<file path="config.mk">
export PLATFORM = sky130hd
export DESIGN_NAME = sirt_ctrl
export DESIGN_NICKNAME = d
export VERILOG_FILES = /design/src/hw/rtl/sirt_pkg.sv /design/src/hw/rtl/sirt_ctrl.sv
export SDC_FILE = /design/constraint.sdc
export NUM_CORES = 1
export LEC_CHECK = 0
export BUFFER_PORTS_ARGS = -buffer_cell sky130_fd_sc_hd__buf_4
export CELL_PAD_IN_SITES_DETAIL_PLACEMENT = 0
export CELL_PAD_IN_SITES_GLOBAL_PLACEMENT = 1
export CORE_MARGIN = 1
export CORE_UTILIZATION = 37
export DETAILED_ROUTE_END_ITERATION = 10
export PLACE_DENSITY_LB_ADDON = 0.1
export SYNTH_ARGS = -nofsm -noshare
export SYNTH_HDL_FRONTEND = slang
export SYNTH_SLANG_ARGS = --single-unit
</file>
<file path="constraint.sdc">
create_clock -name clk_i -period 2.14 [get_ports clk_i]
set_input_delay 0.321 -clock clk_i [delete_from_list [all_inputs] [get_ports clk_i]]
set_output_delay 0.321 -clock clk_i [all_outputs]
set_load 0.1 [all_outputs]
</file>
<file path="src/hw/rtl/sirt_pkg.sv">
// shared types, constants and a saturating add helper for the sir tick block
package sirt_pkg;

  localparam int VW = 48;
  localparam int FB = 24;
  localparam int NW = VW + 2;
  localparam int CW = 48;
  localparam int IDXW = 3;

  localparam logic [IDXW-1:0] CFG_INIT_S = 3'd0;
  localparam logic [IDXW-1:0] CFG_INIT_I = 3'd1;
  localparam logic [IDXW-1:0] CFG_INIT_R = 3'd2;
  localparam logic [IDXW-1:0] CFG_BETA   = 3'd3;
  localparam logic [IDXW-1:0] CFG_GAMMA  = 3'd4;
  localparam logic [IDXW-1:0] CFG_DT     = 3'd5;
  localparam logic [IDXW-1:0] CFG_PERIOD = 3'd6;

  // exp(-1) in q32 built from the squared half-argument series
  localparam logic [63:0] EXP_ONE  = 64'd1 << 32;
  localparam logic [63:0] HT1      = (EXP_ONE >> 1) / 64'd1;
  localparam logic [63:0] HT2      = (HT1 >> 1) / 64'd2;
  localparam logic [63:0] HT3      = (HT2 >> 1) / 64'd3;
  localparam logic [63:0] HT4      = (HT3 >> 1) / 64'd4;
  localparam logic [63:0] HT5      = (HT4 >> 1) / 64'd5;
  localparam logic [63:0] HT6      = (HT5 >> 1) / 64'd6;
  localparam logic [63:0] HT7      = (HT6 >> 1) / 64'd7;
  localparam logic [63:0] HT8      = (HT7 >> 1) / 64'd8;
  localparam logic [63:0] HT9      = (HT8 >> 1) / 64'd9;
  localparam logic [63:0] HT10     = (HT9 >> 1) / 64'd10;
  localparam logic [63:0] HT11     = (HT10 >> 1) / 64'd11;
  localparam logic [63:0] HT12     = (HT11 >> 1) / 64'd12;
  localparam logic [63:0] HT13     = (HT12 >> 1) / 64'd13;
  localparam logic [63:0] EXP_HALF = EXP_ONE - HT1 + HT2 - HT3 + HT4 - HT5 + HT6 - HT7
                                     + HT8 - HT9 + HT10 - HT11 + HT12 - HT13;
  localparam logic [63:0] EXP_SQ   = (EXP_HALF * EXP_HALF) >> 32;
  localparam logic [31:0] EXP_C1   = EXP_SQ[31:0];

  typedef enum logic [3:0] {
    ST_IDLE, ST_SUM, ST_DIV, ST_BQ, ST_P, ST_G, ST_EXPI, ST_SMUL,
    ST_SACC, ST_POW, ST_MLO, ST_MHI, ST_MOD, ST_UPD, ST_DONE
  } state_e;

  typedef enum logic [4:0] {
    CMD_NONE, CMD_LOAD, CMD_CAPTURE, CMD_SUM, CMD_DIV, CMD_BQ, CMD_P,
    CMD_G, CMD_EXPI, CMD_SMUL, CMD_SACC, CMD_POW, CMD_MLO, CMD_MHI,
    CMD_MOD, CMD_UPD, CMD_OUT
  } dp_op_e;

  typedef struct packed {
    dp_op_e op;
    logic   sel_inf;
  } cmd_t;

  typedef struct packed {
    logic pop_zero;
    logic n_eq_i;
    logic div_last;
    logic ser_last;
    logic pow_done;
    logic mod_last;
  } sts_t;

  function automatic logic [VW-1:0] sat_add(input logic [VW-1:0] a,
                                            input logic [VW-1:0] b);
    logic [VW:0] s;
    s = {1'b0, a} + {1'b0, b};
    return s[VW] ? {VW{1'b1}} : s[VW-1:0];
  endfunction

endpackage

</file>
<file path="src/hw/rtl/sirt_ctrl.sv">
// sequencer for the sir tick: issues datapath commands, owns output valid
module sirt_ctrl (
  input  logic           clk_i,
  input  logic           rst_ni,
  input  logic           in_valid_i,
  input  logic           mode_i,
  input  logic           out_stall_i,
  input  sirt_pkg::sts_t sts_i,
  output sirt_pkg::cmd_t cmd_o,
  output logic           in_stall_o,
  output logic           out_valid_o
);

  sirt_pkg::state_e state_q, state_d;
  logic phase_q, phase_d;
  logic out_valid_q, out_valid_d;

  always_ff @(posedge clk_i or negedge rst_ni) begin
    if (!rst_ni) begin
      state_q     <= sirt_pkg::ST_IDLE;
      phase_q     <= 1'b0;
      out_valid_q <= 1'b0;
    end else begin
      state_q     <= state_d;
      phase_q     <= phase_d;
      out_valid_q <= out_valid_d;
    end
  end

  always_comb begin
    state_d     = state_q;
    phase_d     = phase_q;
    out_valid_d = out_valid_q && out_stall_i;
    cmd_o.op    = sirt_pkg::CMD_NONE;
    cmd_o.sel_inf = !phase_q;
    unique case (state_q)
      sirt_pkg::ST_IDLE: begin
        if (in_valid_i) begin
          if (!mode_i) begin
            cmd_o.op = sirt_pkg::CMD_LOAD;
            state_d  = sirt_pkg::ST_DONE;
          end else begin
            cmd_o.op = sirt_pkg::CMD_CAPTURE;
            state_d  = sirt_pkg::ST_SUM;
          end
        end
      end
      sirt_pkg::ST_SUM: begin
        cmd_o.op = sirt_pkg::CMD_SUM;
        phase_d  = 1'b0;
        if (sts_i.pop_zero) state_d = sirt_pkg::ST_G;
        else if (sts_i.n_eq_i) state_d = sirt_pkg::ST_BQ;
        else state_d = sirt_pkg::ST_DIV;
      end
      sirt_pkg::ST_DIV: begin
        cmd_o.op = sirt_pkg::CMD_DIV;
        if (sts_i.div_last) state_d = sirt_pkg::ST_BQ;
      end
      sirt_pkg::ST_BQ: begin
        cmd_o.op = sirt_pkg::CMD_BQ;
        state_d  = sirt_pkg::ST_P;
      end
      sirt_pkg::ST_P: begin
        cmd_o.op = sirt_pkg::CMD_P;
        state_d  = sirt_pkg::ST_EXPI;
      end
      sirt_pkg::ST_G: begin
        cmd_o.op = sirt_pkg::CMD_G;
        phase_d  = 1'b1;
        state_d  = sirt_pkg::ST_EXPI;
      end
      sirt_pkg::ST_EXPI: begin
        cmd_o.op = sirt_pkg::CMD_EXPI;
        state_d  = sirt_pkg::ST_SMUL;
      end
      sirt_pkg::ST_SMUL: begin
        cmd_o.op = sirt_pkg::CMD_SMUL;
        state_d  = sirt_pkg::ST_SACC;
      end
      sirt_pkg::ST_SACC: begin
        cmd_o.op = sirt_pkg::CMD_SACC;
        state_d  = sts_i.ser_last ? sirt_pkg::ST_POW : sirt_pkg::ST_SMUL;
      end
      sirt_pkg::ST_POW: begin
        if (sts_i.pow_done) state_d = sirt_pkg::ST_MLO;
        else cmd_o.op = sirt_pkg::CMD_POW;
      end
      sirt_pkg::ST_MLO: begin
        cmd_o.op = sirt_pkg::CMD_MLO;
        state_d  = sirt_pkg::ST_MHI;
      end
      sirt_pkg::ST_MHI: begin
        cmd_o.op = sirt_pkg::CMD_MHI;
        state_d  = phase_q ? sirt_pkg::ST_MOD : sirt_pkg::ST_G;
      end
      sirt_pkg::ST_MOD: begin
        cmd_o.op = sirt_pkg::CMD_MOD;
        if (sts_i.mod_last) state_d = sirt_pkg::ST_UPD;
      end
      sirt_pkg::ST_UPD: begin
        cmd_o.op = sirt_pkg::CMD_UPD;
        state_d  = sirt_pkg::ST_DONE;
      end
      sirt_pkg::ST_DONE: begin
        if (!out_valid_q || !out_stall_i) begin
          cmd_o.op    = sirt_pkg::CMD_OUT;
          out_valid_d = 1'b1;
          state_d     = sirt_pkg::ST_IDLE;
        end
      end
      default: state_d = sirt_pkg::ST_IDLE;
    endcase
  end

  assign in_stall_o  = (state_q != sirt_pkg::ST_IDLE);
  assign out_valid_o = out_valid_q;

endmodule

</file>
==> results of run 1 <==
==> cell usage in the layout (no fill, tap or decap), drive strengths merged <==
master,n
mux2,2
a21oi,7
or3,2
o211ai,2
xor2,1
dfrtp,6
a31oi,1
mux2i,1
inv,5
a2bb2oi,1
o22ai,2
nor4,1
o21ai,12
clkbuf,3
dlygate4sd3,1
o31ai,1
nor3b,2
nor2b,3
nor2,8
or2,1
and3,1
nand3,7
buf,22
nor3,1
nand2,9
o31a,1
==> final timing paths <==
check	from	to	slack [ps]	cells after the start
setup reg to reg	state_q[2]$_DFFE_PN0P_	state_q[3]$_DFFE_PN0P_	590	5
setup / recovery	state_q[1]$_DFFE_PN0P_	cmd_o[2]	140	4
min in group asynchronous	rst_ni	phase_q$_DFFE_PN0P_	430	2
hold / removal	sts_i[1]	state_q[0]$_DFFE_PN0P_	310	2
hold reg to reg	phase_q$_DFFE_PN0P_	phase_q$_DFFE_PN0P_	560	1
max in group asynchronous	rst_ni	state_q[1]$_DFFE_PN0P_	1590	2
==> cells by family after synthesis <==
kind of cell / synth area share [%]
flops: 24.2
mux: 5.25
xor+xnor: 1.41
simple gates: 28.5
buf+inv: 12.3
compound gates: 28.3
==> synthesized netlist by cell type (2+ instances only) <==
library cell  n  area share, %
a21oi_1       7            5.7
dfrtp_1       6             24
o21ai_1       3            2.4
o211ai_1      2            2.4
inv_1         5            3.0
buf_2         4            3.2
nor2b_1       3            3.0
nand3_1       7            5.7
buf_6         3            5.5
nor2_1        8            4.8
o22ai_1       2            2.0
nand2_1       8            4.8
nor3b_1       2            2.4
o21ai_0       9            7.3
mux2_2        2            3.6
==> cell type report <==
cell class	count	share of cell area, %
sequential	6	18.5
tap	16	2.46
timing repair buffer	23	21.5
multi-input combinational	66	52.5
clock buffer	3	2.77
inverter	5	2.31
==> layer usage <==
metal | part of all wire [%] | GRT usage [%] | up-vias
met5 | 0 | 0 | -
met4 | 0 | 3.75 | 0
met3 | 3.1 | 2.55 | 0
met2 | 46 | 27.3 | 12
met1 | 50 | 25.9 | 292
li1 | - | - | 338
==> registers in the layout, indices dropped and copies added, names as in the netlist <==
register	flops
state_q	4
out_valid_o	1
phase_q	1
==> per-stage QoR <==
stage / area [µm²] / setup TNS, ps / hold slack (ps) / setup WS, ps / std cells
after global placement: 781 / 0 / 132 / 459 / 115
after floorplan: 653 / -371 / 25.4 / -371 / 85
after global routing: 813 / 0 / 308 / 57.2 / 119
after detailed placement: 781 / 0 / 131 / 407 / 115
after CTS: 813 / 0 / 298 / 142 / 119
final: 813 / 0 / 310 / 141 / 119
==> worst max-delay path: stages (launching register included) <==
cell and delay [ps]:
dfrtp_1 490, nor2_1 300, nand3_1 200, o22ai_2 140, buf_4 300
==> metrics.md, run 1 <==
| Metric | Value |
|---|---|
| Outcome | `finished clean` |
| Post-synth ARST share | `100%` |
| Antenna violations before repair | `0` |
| RePlAce Congestion | `0.786` |
| Via/cell ratio | `5.39` |
| Min Tclk post-route | `2000 ps` |
| Worst path arrival time | `1680 ps` |
| Final Slew Violations | `0` |
| Type of origin of the critical path | `flip-flop` |
| Core area | `0.00154 mm²` |
| Worst-path maximum fanout | `10` |
| Post-synthesis average cell area | `7.29 µm²` |
| Clk Latency, worst-skew pair | `240 ps` |
| Largest net degree at the start of global routing | `14` |
| Vias in the first global route | `583` |
| I/O Pins | `19` |
| GRT Util Overall | `17.7%` |
| Clock Skew | `2.85 ps` |
| Clk sinks | `6` |
| # DRC | `0` |
| Register area | `150 µm²` |
| Die height | `42.9 µm` |
| Die ar. | `0.00184 mm²` |
| FF+latch count, synth | `6` |
| Post-synth EDFFs | `0` |
| First-pass GRT wire length | `2510 µm` |
| Total of warnings raised by yosys | `0` |
| Hold Vio Cnt, Final | `0` |
| Initial Util | `40.2%` |
| Detail Route Antenna Nets | `0` |
| Share of post-route cells with drive strength above 1 | `35.9%` |
| Routed WL | `1440 µm` |
| Post-synth cell types | `29` |
| Area of the mapped netlist | `619 µm²` |
| Post-Syn Nets | `96` |
| Die X-Extent | `42.9 µm` |
| WP data required | `1820 ps` |
| DR WL/cell | `12.1 µm` |
| Total CTS buffers | `3` |
| Fmax | `500 MHz` |
| Detail Placement HPWL | `1130 µm` |
| Period utilization | `93.4%` |
| Gate Count Post-Synth | `85` |
| Clk slew on worst S/H paths | `40 ps` |
| DRT Pass-1 Iters | `4` |
| Antenna diode count | `0` |
| DR iter-0 viols | `12` |
| Port Buf Inserts | `18` |
| Post-layout util | `52.8%` |
| Nets | `116` |
| Final setup violating endpoints | `0` |
| Fillers | `158` |
| Via Count | `642` |
| Max clock buf depth | `2` |
| Seq/Total Area, Yosys | `24.2%` |
| Crit path capture type | `output pin` |
| Slew HR | `73.6%` |
| Top FF cell, synth | `dfrtp_1` |
| Unrepaired setup endpoints after global routing | `no` |
| Remaining Overflow, GRT | `0` |
| Setup Crit Path Kind | `reg -> out` |
| Multi-input gate area | `427 µm²` |
| Clk root buf | `clkbuf_4` |
| Hold Buf Count CTS | `1` |
| HP Class | `in -> reg` |
| Max cap viols | `0` |
| CTS tree | `built` |
| Synth-to-Final Area Change | `31.3%` |
| Row count | `14` |
| Slew @ Worst Pin | `394 ps` |
| CTS resizes | `0` |
| Postcts setup bufs | `0` |
| CTS H-tree depth | `1` |
Power of run 1 is not shown: default switching activity piles up to over one toggle a cycle in this logic, so the estimate is an artifact.
==> inputs of run 2 (changes only) <==
--- a/config.mk
+++ b/config.mk
@@ -5,7 +5,7 @@
 export SDC_FILE = /design/constraint.sdc
 export NUM_CORES = 1
 export LEC_CHECK = 0
-export BUFFER_PORTS_ARGS = -buffer_cell sky130_fd_sc_hd__buf_4
+export BUFFER_PORTS_ARGS = -buffer_cell sky130_fd_sc_hd__buf_2
 export CELL_PAD_IN_SITES_DETAIL_PLACEMENT = 0
 export CELL_PAD_IN_SITES_GLOBAL_PLACEMENT = 1
 export CORE_MARGIN = 1
==> metrics.md, run 2 (same netlist as run 1, synthesis figures left out) <==
| Metric | Value |
|---|---|
| Clk sinks | `6 (unchanged)` |
| Fmax | `504 MHz (+0.81%)` |
| # DRC | `0 (unchanged)` |
| Hold Vio Cnt, Final | `0 (unchanged)` |
| Row count | `14 (unchanged)` |
| Post-route insts no fill | `119 (unchanged)` |
| CTS tree | `built` |
| Final worst slack | `157 ps (+16.1 ps)` |
| Initial Util | `40.2% (unchanged)` |
| Largest reg by FF count | `state_q` |
| Slew HR | `67.9% (-5.8 points)` |
| First-pass GRT wire length | `3120 µm (+24%)` |
| Slew @ Worst Pin | `485 ps (+91.5 ps)` |
| Setup TNS Final | `0 ps (unchanged)` |
| WP data required | `1820 ps (about the same)` |
| Clk root buf | `clkbuf_4` |
| Commonest non-fill, non-tap cell in the layout | `buf_2` |
| Final Slew Violations | `0 (unchanged)` |
| Antenna diode count | `0 (unchanged)` |
| Unrepaired setup endpoints after global routing | `no` |
| Clock Skew | `6.12 ps (+3.27 ps)` |
| Die X-Extent | `42.9 µm (unchanged)` |
| Min Tclk post-route | `1980 ps (-16.1 ps)` |
| R2r setup slk | `480 ps (-110 ps)` |
| CTS H-tree depth | `1 (unchanged)` |
| I/O Pins | `19 (unchanged)` |
| GRT Util Overall | `22.1% (+4.4 points)` |
| Commonest cells after routing, fill and taps aside | `14 x buf_2, 8 x nor2_1, 8 x nand2_1, 8 x o21ai_0` |
| Die ar. | `0.00184 mm² (unchanged)` |
| Synth-to-Final Area Change | `33.9%` |
| CP startpoint | `state_q[0]$_DFFE_PN0P_` |
| HP Class | `in -> reg` |
| Worst r2r src | `state_q[3]$_DFFE_PN0P_` |
| Max cap viols | `0 (unchanged)` |
| Core area | `0.00154 mm² (unchanged)` |
| Detail Route Antenna Nets | `0 (unchanged)` |
| Worst path arrival time | `1660 ps (-20 ps)` |
| Cells after DPL | `115 (unchanged)` |
| Antenna violations before repair | `0 (unchanged)` |
| Share of post-route cells with drive strength above 1 | `36.9% (+0.97 points)` |
| Place WS | `386 ps (-20.7 ps)` |
| DRT Pass-1 Iters | `4 (unchanged)` |
| CP bufs+invs | `1 (unchanged)` |
| Clk slew on worst S/H paths | `50 ps (about the same)` |
| Outcome | `finished clean` |
| Final setup violating endpoints | `0 (unchanged)` |
| Vias in the first global route | `686 (+18%)` |
| Max stage delay cell, worst path | `dfrtp_1` |
| Period utilization | `92.6% (-0.75 points)` |
| Largest net degree at the start of global routing | `15 (+1)` |
| Max clock buf depth | `2 (unchanged)` |
| Worst Hold Launch | `out_stall_i` |
| Nets | `116 (unchanged)` |
| Worst-path maximum fanout | `10 (unchanged)` |
| DR iter-0 viols | `30 (+18)` |
| Remaining Overflow, GRT | `0 (unchanged)` |
| Die height | `42.9 µm (unchanged)` |
| Setup Crit Path Kind | `reg -> out` |
| Port Buf Inserts | `18 (unchanged)` |
| Slowest cell delay on critical path | `510 ps (+20 ps)` |
| Routed WL | `1700 µm (+18%)` |
| DR WL/cell | `14.3 µm (+18%)` |
| Detail Placement HPWL | `1310 µm (+15%)` |
| Crit-path cells | `nor2_1 > nand3_1 > o22ai_2 > buf_12` |
| Max FFs per register | `4 (unchanged)` |
| Cell Area, Placed | `796 µm² (+1.9%)` |
| Via/cell ratio | `5.59 (+3.6%)` |
| Crit path capture type | `output pin` |
| Top cell family by delay on the critical path | `flip-flops` |
| Via Count | `665 (+3.6%)` |
| Design Area, Final | `830 µm² (+2.0%)` |
| RePlAce Congestion | `0.726 (-7.6%)` |
| Clk Latency, worst-skew pair | `240 ps (about the same)` |
| Type of origin of the critical path | `flip-flop` |
| Total CTS buffers | `3 (unchanged)` |
| Postcts setup bufs | `0 (unchanged)` |
run 2: final timing paths:
kind,end,depth (start not counted)
max in group asynchronous,state_q[1]$_DFFE_PN0P_,2
setup reg to reg,state_q[1]$_DFFE_PN0P_,6
setup / recovery,cmd_o[2],4
hold / removal,out_valid_o$_DFF_PN0_,3
hold reg to reg,phase_q$_DFFE_PN0P_,1
min in group asynchronous,phase_q$_DFFE_PN0P_,2
run 2: stage by stage:
| step | hold slack, ps | utilization, % |
|---|---|---|
| after floorplan | 25.4 | - |
| after global placement | 153 | 51.6 |
| after detailed placement | 156 | 51.6 |
| after CTS | 351 | 53.7 |
| after global routing | 368 | 53.8 |
| final | 369 | 53.8 |
run 2: tightest hold or removal path: stages:
cell and delay, ps:
buf_2 90, nand2_1 70, o21ai_0 90
run 2: repair_timing:
| action | in CTS | in global routing |
|---|---|---|
| gates resized for setup | 0 | 1 |
| hold buffers | 1 | 0 |
| hold endpoints to repair | 6 | 0 |
| endpoints found under the setup margin | 0 | 1 |
run 2: area by class of cell:
cell class | count | area (µm²)
repair buffers | 23 | 190
fillers | 151 | 712
inverters | 5 | 18.8
flip-flops and latches | 6 | 151
multi-input cells | 66 | 427
clock buffers | 3 | 22.5
well taps | 16 | 20.0
run 2: routing by layer:
metal,routed length [µm],global-route usage (%)
met5,0,0
met4,14,5.63
met3,60,3.83
met2,805,34.8
met1,822,30.9
Power of run 2 is left out for the same reason.
==> inputs of run 3 (changes only) <==
--- a/config.mk
+++ b/config.mk
@@ -9,7 +9,7 @@
 export CELL_PAD_IN_SITES_DETAIL_PLACEMENT = 0
 export CELL_PAD_IN_SITES_GLOBAL_PLACEMENT = 1
 export CORE_MARGIN = 1
-export CORE_UTILIZATION = 37
+export CORE_UTILIZATION = 25
 export DETAILED_ROUTE_END_ITERATION = 10
 export PLACE_DENSITY_LB_ADDON = 0.1
 export SYNTH_ARGS = -nofsm -noshare
==> metrics.md, run 3 (same netlist as run 1, synthesis figures left out) <==
| Metric | Value |
|---|---|
| Via/cell ratio | `5.01 (-10%)` |
| Worst path arrival time | `1620 ps (-40 ps)` |
| Multi-input gate area | `427 µm² (unchanged)` |
| Antenna diode count | `0 (unchanged)` |
| Antenna violations before repair | `0 (unchanged)` |
| Initial Util | `27.2% (-13 points)` |
| Die height | `51.8 µm (+21%)` |
| DR iter-0 viols | `10 (-67%)` |
| Die X-Extent | `51.8 µm (+21%)` |
| HP Class | `in -> reg` |
| Type of origin of the critical path | `flip-flop` |
| Period utilization | `90.9% (-1.7 points)` |
| Clk root buf | `clkbuf_4` |
| Row count | `17 (+3)` |
| Max FFs per register | `4 (unchanged)` |
| Clk Latency, worst-skew pair | `250 ps (about the same)` |
| CTS H-tree depth | `1 (unchanged)` |
| Crit path capture type | `output pin` |
| Slew @ Worst Pin | `484 ps (-1.73 ps)` |
| Detail Route Antenna Nets | `0 (unchanged)` |
| Clock Skew | `7.15 ps (+1.03 ps)` |
| Register area | `154 µm² (+1.7%)` |
| Final setup violating endpoints | `0 (unchanged)` |
| Postcts setup bufs | `0 (unchanged)` |
| WP data required | `1820 ps (about the same)` |
| Largest net degree at the start of global routing | `20 (+5)` |
| Fmax | `514 MHz (+1.9%)` |
| Slew HR | `68.0% (+0.11 points)` |
| Total CTS buffers | `3 (unchanged)` |
| Unrepaired setup endpoints after global routing | `no` |
| GRT Util Overall | `14.5% (-7.6 points)` |
| Hold Vio Cnt, Final | `0 (unchanged)` |
| Core area | `0.00228 mm² (+48%)` |
| Largest reg by FF count | `state_q` |
| Outcome | `finished clean` |
| CTS tree | `built` |
| Final Slew Violations | `0 (unchanged)` |
| Clk slew on worst S/H paths | `40 ps (about the same)` |
| RePlAce Congestion | `0.752 (+3.6%)` |
| Hold slack | `312 ps (-56.9 ps)` |
| Commonest non-fill, non-tap cell in the layout | `buf_2` |
| Worst-path maximum fanout | `15 (+5)` |
| # DRC | `0 (unchanged)` |
| Setup Crit Path Kind | `reg -> out` |
| Share of post-route cells with drive strength above 1 | `38.2% (+1.3 points)` |
| Remaining Overflow, GRT | `0 (unchanged)` |
| Max clock buf depth | `2 (unchanged)` |
| DRT Pass-1 Iters | `6 (+2)` |
| Port Buf Inserts | `18 (unchanged)` |
| Fillers | `249 (+65%)` |
| DR WL/cell | `12.6 µm (-12%)` |
| I/O Pins | `19 (unchanged)` |
| Commonest cells after routing, fill and taps aside | `14 x buf_2, 8 x nor2_1, 8 x nand2_1, 8 x o21ai_0` |
| Vias in the first global route | `587 (-14%)` |
| Min Tclk post-route | `1950 ps (-37.2 ps)` |
| Nets | `115 (-0.86%)` |
| Die ar. | `0.00268 mm² (+46%)` |
| Synth-to-Final Area Change | `35.6%` |
| Detail Placement HPWL | `1230 µm (-6.1%)` |
| Max cap viols | `0 (unchanged)` |
| First-pass GRT wire length | `2800 µm (-10%)` |
| Via Count | `651 (-2.1%)` |
| Clk sinks | `6 (unchanged)` |
| Routed WL | `1640 µm (-3.9%)` |
## run 3: layout make-up
class,count,area share (%)
clock buffers,3,2.68
multi-input cells,66,50.8
repair buffers,22,21.8
inverters,5,2.24
well taps,28,4.17
flip-flops and latches,6,18.3
## run 3: timing repair
action                                  in CTS  in global routing
hold buffers                                 1                  0
gates resized for setup                      0                  3
endpoints found under the setup margin       0                  5
hold endpoints to repair                     6                  0
## run 3: final timing paths
kind / startpoint / endpoint / slack, ps / depth (start not counted)
max in group asynchronous: rst_ni / state_q[2]$_DFFE_PN0P_ / 1540 / 2
setup reg to reg: state_q[1]$_DFFE_PN0P_ / state_q[3]$_DFFE_PN0P_ / 510 / 6
hold / removal: sts_i[1] / state_q[0]$_DFFE_PN0P_ / 310 / 2
setup / recovery: state_q[1]$_DFFE_PN0P_ / cmd_o[1] / 190 / 4
min in group asynchronous: rst_ni / phase_q$_DFFE_PN0P_ / 420 / 2
hold reg to reg: phase_q$_DFFE_PN0P_ / phase_q$_DFFE_PN0P_ / 540 / 1
## run 3: critical path, cell delays in order, from the launching register on
cell,delay [ps]
dfrtp_2,510
nor2_1,270
nand3_1,190
o21ai_2,210
buf_12,200
## run 3: through the flow
step	TNS [ps]	instances	instance area [µm²]	util (%)	worst slack, ps
2_1_floorplan	-371	85	653	-	-371
3_3_place_gp	0	126	803	35.3	291
3_5_place_dp	0	126	803	35.3	303
4_1_cts	0	130	836	36.7	17.6
5_1_grt	0	130	840	36.9	77.6
6_report	0	130	840	36.9	195
## run 3: metal layers
layer  GRT usage (%)  wire (µm)  up-vias
met5               0          0        -
li1                -          -      333
met1            18.8        801      292
met4            4.05         14        0
met3            5.26         88        2
met2            22.5        731       24
Power of run 3 is left out for the same reason.
